$ cat src/rtl/core/qdd_pkg.sv
`default_nettype none

package qdd_pkg;

	// Timestamp bits that take part in the debounce arithmetic.
	localparam int TIME_BITS = 32;
	localparam int DEB_BITS  = 16;
	localparam int CMP_BITS  = (TIME_BITS > DEB_BITS) ? TIME_BITS : DEB_BITS;
	localparam int STEP_BITS = 4;
	localparam int ACC_BITS  = 5;

	localparam logic [STEP_BITS-1:0] DETENT_RESET   = 4'd4;
	localparam logic [DEB_BITS-1:0]  DEBOUNCE_RESET = 16'd20;

	typedef enum logic [0:0] {
		CFG_DETENT   = 1'b0,
		CFG_DEBOUNCE = 1'b1
	} cfg_idx_t;

	typedef enum logic [1:0] {
		ROT_NONE = 2'd0,
		ROT_CW   = 2'd1,
		ROT_CCW  = 2'd2
	} rot_t;

	typedef enum logic [1:0] {
		BTN_NONE    = 2'd0,
		BTN_PRESS   = 2'd1,
		BTN_RELEASE = 2'd2
	} btn_t;

	typedef struct packed {
		logic        enc_a;
		logic        enc_b;
		logic        switch_level;
		logic [31:0] now_ms;
	} poll_t;

	typedef struct packed {
		rot_t rotation;
		btn_t button_event;
		logic button_released;
	} report_t;

	// Step per (previous AB, current AB) pair, previous in the upper two index bits.
	localparam logic signed [1:0] QUAD_STEPS [16] = '{
		 2'sd0, -2'sd1,  2'sd1,  2'sd0,
		 2'sd1,  2'sd0,  2'sd0, -2'sd1,
		-2'sd1,  2'sd0,  2'sd0,  2'sd1,
		 2'sd0,  2'sd1, -2'sd1,  2'sd0
	};

endpackage

`default_nettype wire

$ cat src/rtl/core/quadrature_detent_decoder_unit.sv
`default_nettype none

// Channel   Direction  Handshake             Word
// poll      in         poll_valid/stall      poll_word   (A, B, switch, ms stamp)
// report    out        report_valid/stall    report_word (detent, button, level)
// cfg       in         cfg_valid/ready       cfg_index, cfg_data
//
// One word per cycle while reports are not stalled; report valid rises once
// an accepted poll word has passed the input register and then the result
// register.
// The per-word decode, accumulate and debounce update is one pass of logic
// between the input register and the result register, so the state updated
// by one word is already in place for the next word.
// Reset: AB = 11, switch raw and stable released, accumulator and change
// stamp zero, detent_steps 4, debounce_time 20.
// A stalled report holds the result word and any held input word; poll_stall
// rises only when the input register is full and cannot move forward.

module quadrature_detent_decoder_unit import qdd_pkg::*; (
	input  wire logic                clk,
	input  wire logic                arst_n,
	input  wire logic                poll_valid,
	output logic                     poll_stall,
	input  wire poll_t               poll_word,
	output logic                     report_valid,
	input  wire logic                report_stall,
	output report_t                  report_word,
	input  wire logic                cfg_valid,
	output logic                     cfg_ready,
	input  wire cfg_idx_t            cfg_index,
	input  wire logic [DEB_BITS-1:0] cfg_data
);

	logic [STEP_BITS-1:0] detent_steps_q;
	logic [DEB_BITS-1:0]  debounce_time_q;

	logic    valid_s1;
	poll_t   poll_s1;
	logic    valid_s2;
	report_t report_s2;

	logic    advance;
	logic    fire;
	logic    poll_take;
	rot_t    rotation;
	btn_t    button_event;
	logic    stable_d;

	// Config writes are always taken.
	assign cfg_ready = 1'b1;

	always_ff @(posedge clk or negedge arst_n) begin
		if (!arst_n) begin
			detent_steps_q  <= DETENT_RESET;
			debounce_time_q <= DEBOUNCE_RESET;
		end else if (cfg_valid) begin
			unique case (cfg_index)
				CFG_DETENT:   detent_steps_q  <= cfg_data[STEP_BITS-1:0];
				CFG_DEBOUNCE: debounce_time_q <= cfg_data;
			endcase
		end
	end

	// Advance the input word when the result register is empty or draining.
	assign advance    = !valid_s2 || !report_stall;
	assign fire       = valid_s1 && advance;
	assign poll_stall = valid_s1 && !advance;
	assign poll_take  = poll_valid && !poll_stall;

	always_ff @(posedge clk or negedge arst_n) begin
		if (!arst_n) begin
			valid_s1 <= 1'b0;
		end else if (poll_take) begin
			valid_s1 <= 1'b1;
		end else if (fire) begin
			valid_s1 <= 1'b0;
		end
	end

	always_ff @(posedge clk) begin
		if (poll_take) begin
			poll_s1 <= poll_word;
		end
	end

	// Rotation path: transition table, accumulator, detent threshold.
	qdd_rot u_rot (
		.clk          (clk),
		.arst_n       (arst_n),
		.en           (fire),
		.enc_a        (poll_s1.enc_a),
		.enc_b        (poll_s1.enc_b),
		.detent_steps (detent_steps_q),
		.rotation     (rotation)
	);

	// Switch path: raw edge stamp and hold-time check.
	qdd_btn u_btn (
		.clk           (clk),
		.arst_n        (arst_n),
		.en            (fire),
		.switch_level  (poll_s1.switch_level),
		.now           (poll_s1.now_ms[TIME_BITS-1:0]),
		.debounce_time (debounce_time_q),
		.button_event  (button_event),
		.stable_d      (stable_d)
	);

	always_ff @(posedge clk or negedge arst_n) begin
		if (!arst_n) begin
			valid_s2 <= 1'b0;
		end else if (advance) begin
			valid_s2 <= valid_s1;
		end
	end

	always_ff @(posedge clk) begin
		if (fire) begin
			report_s2.rotation        <= rotation;
			report_s2.button_event    <= button_event;
			report_s2.button_released <= stable_d;
		end
	end

	assign report_valid = valid_s2;
	assign report_word  = report_s2;

	// A press report must carry a pressed level, a release a released level.
	a_btn_level: assert property (@(posedge clk) disable iff (!arst_n)
		report_valid && (report_word.button_event == BTN_PRESS)
			|-> !report_word.button_released)
		else $error("press reported with released level");

	a_rel_level: assert property (@(posedge clk) disable iff (!arst_n)
		report_valid && (report_word.button_event == BTN_RELEASE)
			|-> report_word.button_released)
		else $error("release reported with pressed level");

	// A held input word is never dropped.
	a_s1_hold: assert property (@(posedge clk) disable iff (!arst_n)
		valid_s1 && !advance |=> valid_s1)
		else $error("input word lost while blocked");

	// A word that moves forward always shows up in the result register.
	a_s2_fill: assert property (@(posedge clk) disable iff (!arst_n)
		fire |=> valid_s2)
		else $error("processed word missing from result register");

endmodule

`default_nettype wire

$ cat src/rtl/core/qdd_rot.sv
`default_nettype none

module qdd_rot import qdd_pkg::*; (
	input  wire logic                 clk,
	input  wire logic                 arst_n,
	input  wire logic                 en,
	input  wire logic                 enc_a,
	input  wire logic                 enc_b,
	input  wire logic [STEP_BITS-1:0] detent_steps,
	output rot_t                      rotation
);

	logic [1:0]                 last_ab_q;
	logic signed [ACC_BITS-1:0] accum_q;

	logic [1:0]                 cur_ab;
	logic signed [1:0]          delta;
	logic signed [ACC_BITS-1:0] sum;
	logic signed [ACC_BITS-1:0] thr;
	logic signed [ACC_BITS-1:0] accum_d;

	always_comb begin
		cur_ab = {enc_a, enc_b};
		delta  = (cur_ab != last_ab_q) ? QUAD_STEPS[{last_ab_q, cur_ab}] : 2'sd0;
		sum    = accum_q + ACC_BITS'(delta);
		// zero threshold acts as one
		thr    = (detent_steps == '0) ? ACC_BITS'(1)
		                              : $signed({1'b0, detent_steps});
		if (sum >= thr) begin
			rotation = ROT_CW;
			accum_d  = sum - thr;
		end else if (sum <= -thr) begin
			rotation = ROT_CCW;
			accum_d  = sum + thr;
		end else begin
			rotation = ROT_NONE;
			accum_d  = sum;
		end
	end

	always_ff @(posedge clk or negedge arst_n) begin
		if (!arst_n) begin
			last_ab_q <= 2'b11;
			accum_q   <= '0;
		end else if (en) begin
			last_ab_q <= cur_ab;
			accum_q   <= accum_d;
		end
	end

endmodule

`default_nettype wire

$ cat src/rtl/core/qdd_btn.sv
`default_nettype none

module qdd_btn import qdd_pkg::*; (
	input  wire logic                 clk,
	input  wire logic                 arst_n,
	input  wire logic                 en,
	input  wire logic                 switch_level,
	input  wire logic [TIME_BITS-1:0] now,
	input  wire logic [DEB_BITS-1:0]  debounce_time,
	output btn_t                      button_event,
	output logic                      stable_d
);

	logic                 raw_q;
	logic                 stable_q;
	logic [TIME_BITS-1:0] chg_q;

	logic [TIME_BITS-1:0] chg_d;
	logic [TIME_BITS-1:0] elapsed;
	logic                 settle;

	always_comb begin
		// restart the hold window on every raw edge
		chg_d   = (switch_level != raw_q) ? now : chg_q;
		elapsed = now - chg_d;
		settle  = (switch_level != stable_q) &&
		          (CMP_BITS'(elapsed) >= CMP_BITS'(debounce_time));
		stable_d = settle ? switch_level : stable_q;
		if (settle) begin
			button_event = switch_level ? BTN_RELEASE : BTN_PRESS;
		end else begin
			button_event = BTN_NONE;
		end
	end

	always_ff @(posedge clk or negedge arst_n) begin
		if (!arst_n) begin
			raw_q    <= 1'b1;
			stable_q <= 1'b1;
			chg_q    <= '0;
		end else if (en) begin
			raw_q    <= switch_level;
			stable_q <= stable_d;
			chg_q    <= chg_d;
		end
	end

endmodule

`default_nettype wire

$ cat config.mk
export PLATFORM = sky130hd
export DESIGN_NAME = quadrature_detent_decoder_unit
export DESIGN_NICKNAME = d
export VERILOG_FILES = /design/src/rtl/core/qdd_pkg.sv /design/src/rtl/core/quadrature_detent_decoder_unit.sv /design/src/rtl/core/qdd_rot.sv /design/src/rtl/core/qdd_btn.sv
export SDC_FILE = /design/constraint.sdc
export NUM_CORES = 1
export LEC_CHECK = 0
export ABC_AREA = 1
export BUFFER_PORTS_ARGS = -buffer_cell sky130_fd_sc_hd__buf_4
export CORE_MARGIN = 2
export CORE_UTILIZATION = 61
export CTS_CLUSTER_DIAMETER = 40
export DETAILED_ROUTE_END_ITERATION = 10
export HOLD_SLACK_MARGIN = 0.12
export PLACE_DENSITY_LB_ADDON = 0.1
export SLEW_MARGIN = 30
export SYNTH_ARGS = -nofsm -noshare
export SYNTH_HDL_FRONTEND = slang
export SYNTH_SLANG_ARGS = --single-unit
export TNS_END_PERCENT = 1
$ cat constraint.sdc
create_clock -name clk -period 4.64 [get_ports clk]
set_input_delay 0 -clock clk [delete_from_list [all_inputs] [get_ports clk]]
set_output_delay 0 -clock clk [all_outputs]
set_load 0.01 [all_outputs]
==> out/results.tsv, run 1 <==
metric	value	unit
ff_latch_area	2790	sq um
drcViolationCount	0	
nNetsFinal	1273	
netlist_instances	1041	
cts.sinks	103	
stdcell_area	9320	sq um
avgRoutedWirePerCell	15.0	um
netlist_area	7790	sq um
powerDensity	585	nW/um^2
synthSimpleGateAreaFrac	27.7	%
floorplan.die_area	13700	sq um
synth_largest_area_cell	dfrtp_1	
r2r_cells	26	
chipHeight	117	um
synth-xor-area-share	2.81	%
via_count	7045	
root_buffer	clkbuf_16	
postRouteAntennaNets	0	
grt_first_pass_wirelength	32.8	mm
core-area	12600	sq um
drv_slew	0	
fmax	250	MHz
ys_top_cells_by_area	dfrtp_1 (18%), edfxtp_1 (15%), nand2_1 (13%)	
clk_pin_slew	0.07	ns
clk-insertion-delay-late	0.36	ns
reg2reg_slack	0.65	ns
nFillCells	965	
diodes	0	
critPathMostFrequentCell	nand2_1	
first_global_vias	6888	
crit_family	simple AND/OR/NAND/NOR gates	
worstSetupPathType	reg2reg	
synth_top_family_by_area	simple AND/OR/NAND/NOR gates	
antenna_found_initial	0	
reg2reg_from	u_btn.raw_q$_DFFE_PN1P_	
drt-initial-drc-count	580	
dr.pass1.iters	5	
yosys.cell_types.count	51	
syn_nets	1159	
io_buffers	63	
reg2reg_to	report_word[0]$_DFFE_PP_	
crit_buf_inv	2	
crit_path_start_kind	flip-flop	
gp_congestion	0.985	
critPathArrivalTime	4.12	ns
synth_compound_area_share	11.2	%
fin_crit_sh	86.1	%
gr-usage-all-layers	31.0	%
multi_input_area	4250	sq um
ys_seq_area_share	35.8	%
htreeDepth	3	
hold_path.class	in2async	
rsz0062_at_grt	no	
status	completed	
critPathSlowestCell	dfstp_2	
ys.warnings.count	0	
setup_tns	0	ns
dp_hpwl	14.4	mm
post-cts-setup-buffer-count	0	
maxCapViolCount	0	
cpPeakStageDelay	0.54	ns
min_period	3.99	ns
hold_viol_final	0	
numCtsBuffers	9	
cp-end-kind	flip-flop	
cts_buffer_depth	2	
overflow	0	
worst-path-stages	26	
max-slew-margin-rel	43.1	%
synthAdderAreaFrac	10.1	%
p_leak	4.80	nW
dpl_cell_area	8410	sq um
grt_max_degree	66	
postSynthAreaPerCell	7.48	sq um
skew	0.00859	ns
drive_above_1_share	12.6	%
die_w	117	um
setup_viol	0	
critPathRequiredTime	4.76	ns
areaGrowthSynthToFinish	19.6	%
initial_core_util	62.0	%
viasPerCell	5.29	
worst_slew_pin_slew	0.853	ns
synthMuxAreaShare	2.57	%
cp_max_fo	52	
wl	20.0	mm
num_io_pins	65	
irDropWorstVdd	0.425	mV
synth_top_area_share	18.0	%
ys_ff_latch	103	
placementRows	41	
cts_tree	done	
placed cells by master (no fill, tap or decap), types with 4 or more instances in the layout:
cell type      count
nor2_4             6
nor3_1            10
o211ai_1           4
o21ai_0           74
inv_1            162
xor2_1            17
nand2_4            5
xnor2_1            8
a21oi_1           50
nor2_1            85
o21ai_1            7
nand4_1            7
dfstp_2            7
edfxtp_1          40
clkbuf_16          9
mux2i_1           20
nand2_2           13
nand3_2           14
inv_2              9
nand3_1           45
nand2_1          276
dlygate4sd3_1     59
a31oi_1            6
ha_1              58
dfrtp_1           56
buf_4             66
worst max-delay path by stage:
stage / start / to / slack [ns]
after floorplan: u_btn.raw_q$_DFFE_PN1P_ / report_word[0]$_DFFE_PP_ / 0.69
after global placement: u_btn.raw_q$_DFFE_PN1P_ / report_word[0]$_DFFE_PP_ / 0.78
after detailed placement: u_btn.raw_q$_DFFE_PN1P_ / report_word[0]$_DFFE_PP_ / 0.66
after CTS: u_btn.raw_q$_DFFE_PN1P_ / report_word[0]$_DFFE_PP_ / 0.63
after global routing: u_btn.raw_q$_DFFE_PN1P_ / report_word[0]$_DFFE_PP_ / 0.18
final: u_btn.raw_q$_DFFE_PN1P_ / report_word[0]$_DFFE_PP_ / 0.65
power by group:
part	leakage (nW)	switching (W)	internal, W
clock network	0.154	0.000371	0.000431
logic	3.52	0.00209	0.00124
registers	1.13	0.000141	0.00118
per-stage QoR:
step	total power (W)	std cells	util (%)	setup WS, ns	hold WS, ns
3_5_place_dp	0.00456	1257	66.9	0.663	0.161
2_1_floorplan	0.00380	1041	-	0.692	-0.296
6_report	0.00545	1332	74.1	0.645	0.289
4_1_cts	0.00542	1332	74.1	0.630	0.318
3_3_place_gp	0.00452	1257	66.9	0.779	0.149
5_1_grt	0.00599	1332	74.1	0.184	0.353
per-layer routing:
layer | up-vias | wire length, um | GRT usage (%)
met5 | - | 0 | 0
met4 | 0 | 600 | 11.1
met3 | 49 | 927 | 5.30
met2 | 190 | 9850 | 54.4
met1 | 3228 | 8630 | 38.5
li1 | 3578 | - | -
worst reg2reg max path, cell delays in order, from the launching register on:
cell	delay, ns
dfstp_2	0.54
nand2_1	0.08
nand2_4	0.18
buf_12	0.32
nand3_1	0.19
nand2_1	0.18
nor2_1	0.10
nand3_1	0.12
nand2_1	0.12
nand2_1	0.09
nand2_2	0.08
xor2_1	0.15
ha_1	0.29
a21oi_1	0.20
nor3_1	0.06
a211oi_1	0.17
nand2_1	0.13
nand2_1	0.08
nand3_1	0.06
nor2_1	0.12
nand2_1	0.06
nor2_1	0.08
nand2_1	0.05
nor2_1	0.09
nand3_1	0.10
nand2_1	0.09
inv_1	0.04
cell type report:
cell class | instances | area share, %
inverters | 173 | 6.97
well taps | 172 | 2.31
repair buffers | 126 | 11.9
multi-input cells | 742 | 45.6
flip-flops and latches | 103 | 29.9
clock buffers | 9 | 2.42
clock inverters | 7 | 0.940
sequential cells by signal, summed over array words and instances, names as in the netlist, 2 cells and up:
| name | cells |
|---|---|
| debounce_time_q | 16 |
| detent_steps_q | 4 |
| poll_s1 | 35 |
| report_word | 5 |
| u_btn.chg_q | 32 |
| u_rot.accum_q | 5 |
| u_rot.last_ab_q | 2 |
what timing repair did:
| action | in CTS | in global routing |
|---|---|---|
| hold endpoints to repair | 115 | 0 |
| hold buffers | 59 | 0 |
| resized for setup | 0 | 0 |
cell usage after synthesis (all sizes together):
cell type	instances
clkbuf	17
buf	6
o21ai	81
nand3b	2
nor2	92
fa	3
nor3	12
nand3	62
conb	1
dfrtp	56
o21bai	2
a21o	1
a21oi	50
clkinv	2
xor2	17
a211oi	3
inv	171
o211a	1
nand2	294
edfxtp	40
a41oi	3
and3	2
a22oi	1
or2	2
xnor2	8
nand4	7
nor4	1
ha	58
o211ai	4
dfstp	7
o31ai	1
mux2i	20
a31oi	6
o32ai	1
and2	1
a21boi	6
cells by family after synthesis:
logic type	after synthesis
buffers and inverters	196
DFF	103
and+or+nand+nor	475
muxes	20
other	1
xor gates and xnor gates	25
AOI/OAI and AO/OA	160
adders and majority gates	61
Power figures use the tool's default switching activity.
==> run 2: changes to the inputs <==
--- a/config.mk
+++ b/config.mk
@@ -6,7 +6,7 @@
 export NUM_CORES = 1
 export LEC_CHECK = 0
 export ABC_AREA = 1
-export BUFFER_PORTS_ARGS = -buffer_cell sky130_fd_sc_hd__buf_4
+export BUFFER_PORTS_ARGS = -buffer_cell sky130_fd_sc_hd__buf_2
 export CORE_MARGIN = 2
 export CORE_UTILIZATION = 61
 export CTS_CLUSTER_DIAMETER = 40
==> run 2 against run 1 <==
  * Non-clock buffer count increased by 1
  * Worst hold slack improved by 0.0078 ns
  * Sequential share of layout area is 0.51 points higher
  * Clock skew up 0.0017 ns
  * Critical path depth grew 1
  * Clock power rose by 3.2%
  * Total power about the same
==> out/results.tsv, run 2 (synthesis gave the netlist of run 1 again) <==
metric	value	unit	change
status	completed		
antenna_found_initial	0		unchanged
critPathArrivalTime	4.27	ns	+0.15 ns
final_cell_mix	nand2_1 (276), inv_1 (162), nor2_1 (85), o21ai_0 (74), buf_2 (63)		
p_leak	4.75	nW	-1.1%
fin_crit_sh	89.5	%	+3.4 points
root_buffer	clkbuf_16		
setup_viol	0		unchanged
met3_length	832	um	-10%
irDropWorstVdd	0.502	mV	+18%
nNetsFinal	1274		+0.079%
cp-end-kind	flip-flop		
post-cts-setup-buffer-count	0		unchanged
crit_buf_inv	2		unchanged
largest_reg_flops	35		unchanged
io_buffers	63		unchanged
worstSetupPathType	reg2reg		
holdWs	0.297	ns	+0.00783 ns
cpPeakStageDelay	0.55	ns	about the same
reg_top3	poll_s1 (35), u_btn.chg_q (32), debounce_time_q (16)		
drive_above_1_share	12.5	%	-0.097 points
cts.sinks	103		unchanged
reg2reg_slack	0.49	ns	-0.16 ns
chipHeight	117	um	unchanged
areaGrowthSynthToFinish	17.6	%	
min_period	4.15	ns	+0.158 ns
wl_met2	9.50	mm	-3.6%
reg2reg_to	report_word[0]$_DFFE_PP_		
max-slew-margin-rel	43.8	%	+0.68 points
crit_family	simple AND/OR/NAND/NOR gates		
critPathRequiredTime	4.76	ns	about the same
cts_resized	0		unchanged
cp_max_fo	40		-23%
clk_pin_slew	0.07	ns	about the same
place_inst	1258		+0.080%
nFillCells	1001		+3.7%
final_util	72.9	%	-1.2 points
ff_latch_area	2790	sq um	unchanged
hold_viol_final	0		unchanged
floorplan.die_area	13700	sq um	unchanged
critPathSlowestCell	dfstp_2		
reg2reg_from	u_btn.raw_q$_DFFE_PN1P_		
avgRoutedWirePerCell	14.6	um	-3.0%
placementRows	41		unchanged
diodes	0		unchanged
regMostFlops	poll_s1		
htreeDepth	3		unchanged
drv_slew	0		unchanged
viasPerCell	5.23		-1.2%
skew	0.0103	ns	+0.00172 ns
multi_input_area	4250	sq um	unchanged
gr-usage-all-layers	29.9	%	-1.1 points
maxCapViolCount	0		unchanged
rsz0062_at_grt	no		
num_io_pins	65		unchanged
first_global_vias	6632		-3.7%
hold_path.class	in2reg		
topRoutingLayerUsed	met4		
worst_slew_pin_slew	0.843	ns	-0.0102 ns
wl	19.4	mm	-2.9%
holdPathEnd	debounce_time_q[2]$_DFFE_PN1P_		
postRouteAntennaNets	0		unchanged
core-area	12600	sq um	unchanged
die_w	117	um	unchanged
cts_buffer_depth	2		unchanged
crit_path_start_kind	flip-flop		
via_count	6966		-1.1%
initial_core_util	62.0	%	unchanged
critPathMostFrequentCell	nand2_1		
fmax	241	MHz	-3.8%
numCtsBuffers	9		unchanged
instances_no_fill	1333		+0.075%
r2r_cells	27		+3.8%
pre_cts_ws	0.492	ns	-0.171 ns
hp-start	cfg_index		
overflow	0		unchanged
setup_tns	0	ns	unchanged
dp_hpwl	14.0	mm	-2.8%
gp_congestion	1.01		+2.2%
dr.pass1.iters	5		unchanged
drcViolationCount	0		unchanged
powerDensity	594	nW/um^2	+1.6%
clk-insertion-delay-late	0.36	ns	about the same
layout_commonest_cell	nand2_1		
cts_tree	done		
holdPathStages	4		
drt-initial-drc-count	530		-8.6%
setup_ws	0.487	ns	-0.158 ns
wl_met1	8.57	mm	-0.70%
grt_max_degree	67		+1.5%
grt_first_pass_wirelength	31.3	mm	-4.3%
run 2: worst register-to-register path, stage by stage (launching register included):
cell	delay, ns
dfstp_2	0.55
nand2_1	0.08
nand2_4	0.41
o21ai_0	0.21
ha_1	0.21
inv_1	0.06
nand2_1	0.05
nand3_1	0.11
nand3_1	0.12
nand2_1	0.16
nand2_1	0.08
nand2_2	0.10
xor2_1	0.20
ha_1	0.28
a21oi_1	0.15
nor3_1	0.06
a211oi_1	0.18
nand2_1	0.10
nand2_1	0.06
nand3_1	0.06
nor2_1	0.12
nand2_1	0.06
nor2_1	0.08
nand2_1	0.05
nor2_1	0.12
nand3_1	0.12
nand2_1	0.09
inv_1	0.04
run 2: per-layer routing:
metal	track usage [%]	vias up
met5	0	-
met3	5.41	46
li1	-	3587
met1	36.5	3139
met4	10.5	0
met2	53.2	194
run 2: stage by stage:
step | total power [W] | cell area, sq um
2_1_floorplan | 0.00380 | 7790
3_3_place_gp | 0.00446 | 8250
3_5_place_dp | 0.00452 | 8250
4_1_cts | 0.00541 | 9160
5_1_grt | 0.00595 | 9160
6_report | 0.00544 | 9160
run 2: worst max path at each step:
stage / slack, ns / end / startpoint / cells after the start
floorplan: 0.69 / report_word[0]$_DFFE_PP_ / u_btn.raw_q$_DFFE_PN1P_ / 30
detailed placement: 0.49 / report_word[0]$_DFFE_PP_ / u_btn.raw_q$_DFFE_PN1P_ / 29
global placement: 0.61 / report_word[0]$_DFFE_PP_ / u_btn.raw_q$_DFFE_PN1P_ / 27
CTS: 0.49 / report_word[0]$_DFFE_PP_ / u_btn.raw_q$_DFFE_PN1P_ / 27
global route: 0.01 / report_word[0]$_DFFE_PP_ / u_btn.raw_q$_DFFE_PN1P_ / 29
finish: 0.49 / report_word[0]$_DFFE_PP_ / u_btn.raw_q$_DFFE_PN1P_ / 27
run 2: area by class of cell:
cell class	instances	area share, %
clock buffer	10	2.50
clock inverter	6	0.984
inverter	173	7.09
multi-input combinational	742	46.4
tap	172	2.35
timing repair buffer	127	10.3
sequential	103	30.4
run 2: repair_timing:
action	4_1_cts	5_1_grt
hold buffers	59	0
endpoints found under the hold margin	115	0
endpoints found under the setup margin	0	0
run 2: power by group:
part	switching, W	internal (W)
clock	0.000350	0.000477
sequential	0.000140	0.00118
combinational	0.00210	0.00120
==> run 3: changes to the inputs <==
--- a/config.mk
+++ b/config.mk
@@ -11,6 +11,7 @@
 export CORE_UTILIZATION = 61
 export CTS_CLUSTER_DIAMETER = 40
 export DETAILED_ROUTE_END_ITERATION = 10
+export GPL_TIMING_DRIVEN = 0
 export HOLD_SLACK_MARGIN = 0.12
 export PLACE_DENSITY_LB_ADDON = 0.1
 export SLEW_MARGIN = 30
==> run 3 against run 2 <==
  * Wire length rose by 4.4%
  * Clock skew rose by 0.00072 ns
  * Clock power fell by 9.8%
  * Die area did not move
  * Critical endpoint unchanged
  * Largest power group unchanged
  * Highest routed layer unchanged
==> out/results.tsv, run 3 (synthesis gave the netlist of run 1 again) <==
metric	value	unit	change
status	completed		
dpl_cell_area	8350	sq um	+1.3%
cts_tree	done		
cpPeakStageDelay	0.55	ns	about the same
p_int	0.00279	W	-2.5%
min_period	4.28	ns	+0.132 ns
p_sw	0.00265	W	+2.6%
reg_top3	poll_s1 (35), u_btn.chg_q (32), debounce_time_q (16)		
viasPerCell	5.26		+0.71%
clk_pin_slew	0.08	ns	about the same
seqPwrFrac	24.1	%	about the same
avgRoutedWirePerCell	15.0	um	+2.9%
worst_slew_pin_slew	0.780	ns	-0.0628 ns
stdcell_area	9280	sq um	+1.3%
final_cell_mix	nand2_1 (276), inv_1 (161), nor2_1 (85), o21ai_0 (73), buf_2 (63)		
irDropWorstVdd	0.386	mV	-23%
critPathMostFrequentCell	nand2_1		
place_inst	1277		+1.5%
combinationalPowerShare	62.2	%	+1.6 points
crit_path_start_kind	flip-flop		
postRouteAntennaNets	0		unchanged
instances_no_fill	1353		+1.5%
hold_path.class	in2async		
diodes	0		unchanged
crit_start	u_btn.raw_q$_DFFE_PN1P_		
grt_first_pass_wirelength	32.9	mm	+5.1%
grt_max_degree	48		-28%
gp_congestion	0.957		-4.9%
clk-insertion-delay-late	0.36	ns	about the same
gr-usage-all-layers	31.7	%	+1.7 points
hold_viol_final	0		unchanged
dp_hpwl	14.9	mm	+6.9%
overflow	0		unchanged
core-area	12600	sq um	unchanged
final_util	73.8	%	+0.97 points
drv_slew	0		unchanged
p_sw_share	48.8	%	+1.3 points
setup_viol	0		unchanged
regMostFlops	poll_s1		
setup_tns	0	ns	unchanged
p_clk_share	13.7	%	-1.5 points
num_io_pins	65		unchanged
numCtsBuffers	9		unchanged
placementRows	41		unchanged
io_buffers	63		unchanged
floorplan.die_area	13700	sq um	unchanged
cts.sinks	103		unchanged
cp-end-kind	flip-flop		
reg2reg_from	u_btn.raw_q$_DFFE_PN1P_		
critPathRequiredTime	4.76	ns	about the same
post-cts-setup-buffer-count	0		unchanged
chipHeight	117	um	unchanged
p_leak	4.80	nW	+1.1%
max-slew-margin-rel	47.9	%	+4.1 points
htreeDepth	3		unchanged
areaGrowthSynthToFinish	19.1	%	
die_w	117	um	unchanged
cts_buffer_depth	2		unchanged
wl	20.3	mm	+4.4%
powerDensity	586	nW/um^2	-1.4%
critPathSlowestCell	dfstp_2		
layout_commonest_cell	nand2_1		
antenna_found_initial	0		unchanged
dr.pass1.iters	6		+1
critPathArrivalTime	4.40	ns	+0.13 ns
drive_above_1_share	13.0	%	+0.55 points
cp_max_fo	10		-75%
largest_reg_flops	35		unchanged
root_buffer	clkbuf_16		
drt-initial-drc-count	600		+13%
p_total	0.00544	W	about the same
initial_core_util	62.0	%	unchanged
fin_crit_sh	92.3	%	+2.8 points
first_global_vias	6897		+4.0%
maxCapViolCount	0		unchanged
fmax	233	MHz	-3.1%
worstSetupPathType	reg2reg		
drcViolationCount	0		unchanged
skew	0.0110	ns	+0.000723 ns
nNetsFinal	1294		+1.6%
via_count	7121		+2.2%
-- run 3: changes by cell type in the layout (fill, tap and decap cells not counted), moves of 2 or more --
| cell | before | now |
|---|---|---|
| inv_8 | 0 | 2 |
| buf_4 | 5 | 3 |
| bufinv_16 | 2 | 0 |
| buf_1 | 0 | 2 |
| clkinv_4 | 0 | 2 |
| clkbuf_1 | 1 | 14 |
-- run 3: path summary, 6_finish.rpt --
kind	end	depth (start not counted)	slack, ns
hold / removal	debounce_time_q[4]$_DFFE_PN1P_	2	0.19
max in group asynchronous	debounce_time_q[11]$_DFFE_PN0P_	3	3.32
setup reg to reg	report_word[0]$_DFFE_PP_	31	0.36
min in group clk	poll_s1[18]$_DFFE_PP_	2	0.35
hold reg to reg	u_btn.stable_q$_DFFE_PN1P_	2	0.47
setup / recovery	report_word[0]$_DFFE_PP_	31	0.36
-- run 3: cell type report --
| type | instances | area, sq um |
|---|---|---|
| inverters | 173 | 649 |
| well taps | 172 | 215 |
| clock buffers | 9 | 225 |
| multi-input cells | 742 | 4260 |
| fillers | 983 | 3290 |
| clock inverters | 7 | 62.6 |
| plain buffers | 23 | 131 |
| repair buffers | 124 | 946 |
| flip-flops and latches | 103 | 2790 |
-- run 3: worst max-delay path, delay by kind of cell (launching register included) --
kind	cells	cell delay, ns
and+or+nand+nor	19	1.87
DFF	1	0.55
adders and majority gates	3	0.61
AOI/OAI and AO/OA	2	0.23
xor gates and xnor gates	1	0.16
buffers and inverters	6	0.59
-- run 3: timing repair --
item,CTS,global route
pin swaps,0,1
endpoints found under the hold margin,120,0
hold buffers,60,0
gates resized for setup,2,17
gates cloned,0,0
endpoints found under the setup margin,4,4
-- run 3: stage by stage --
stage,setup slack [ns],hold slack (ns)
2_1_floorplan,0.692,-0.296
3_3_place_gp,-0.236,0.176
3_5_place_dp,-0.285,-0.102
4_1_cts,0.0374,0.175
5_1_grt,-0.0134,0.214
6_report,0.355,0.190
-- run 3: power groups by stage --
stage                     clock network, W  logic [W]  registers [W]
after global placement                   0    0.00320        0.00132
final                             0.000747    0.00338        0.00131
after CTS                         0.000759    0.00332        0.00130
after floorplan                          0    0.00250        0.00130
after global routing              0.000791    0.00386        0.00134
after detailed placement                 0    0.00324        0.00132
-- run 3: layer usage --
metal,vias to the layer above,global-route usage (%),wire length (um)
met5,-,0,0
met4,0,13.9,756
met3,57,6.02,1040
met2,212,54.2,9640
met1,3232,39.1,8850
li1,3620,-,-
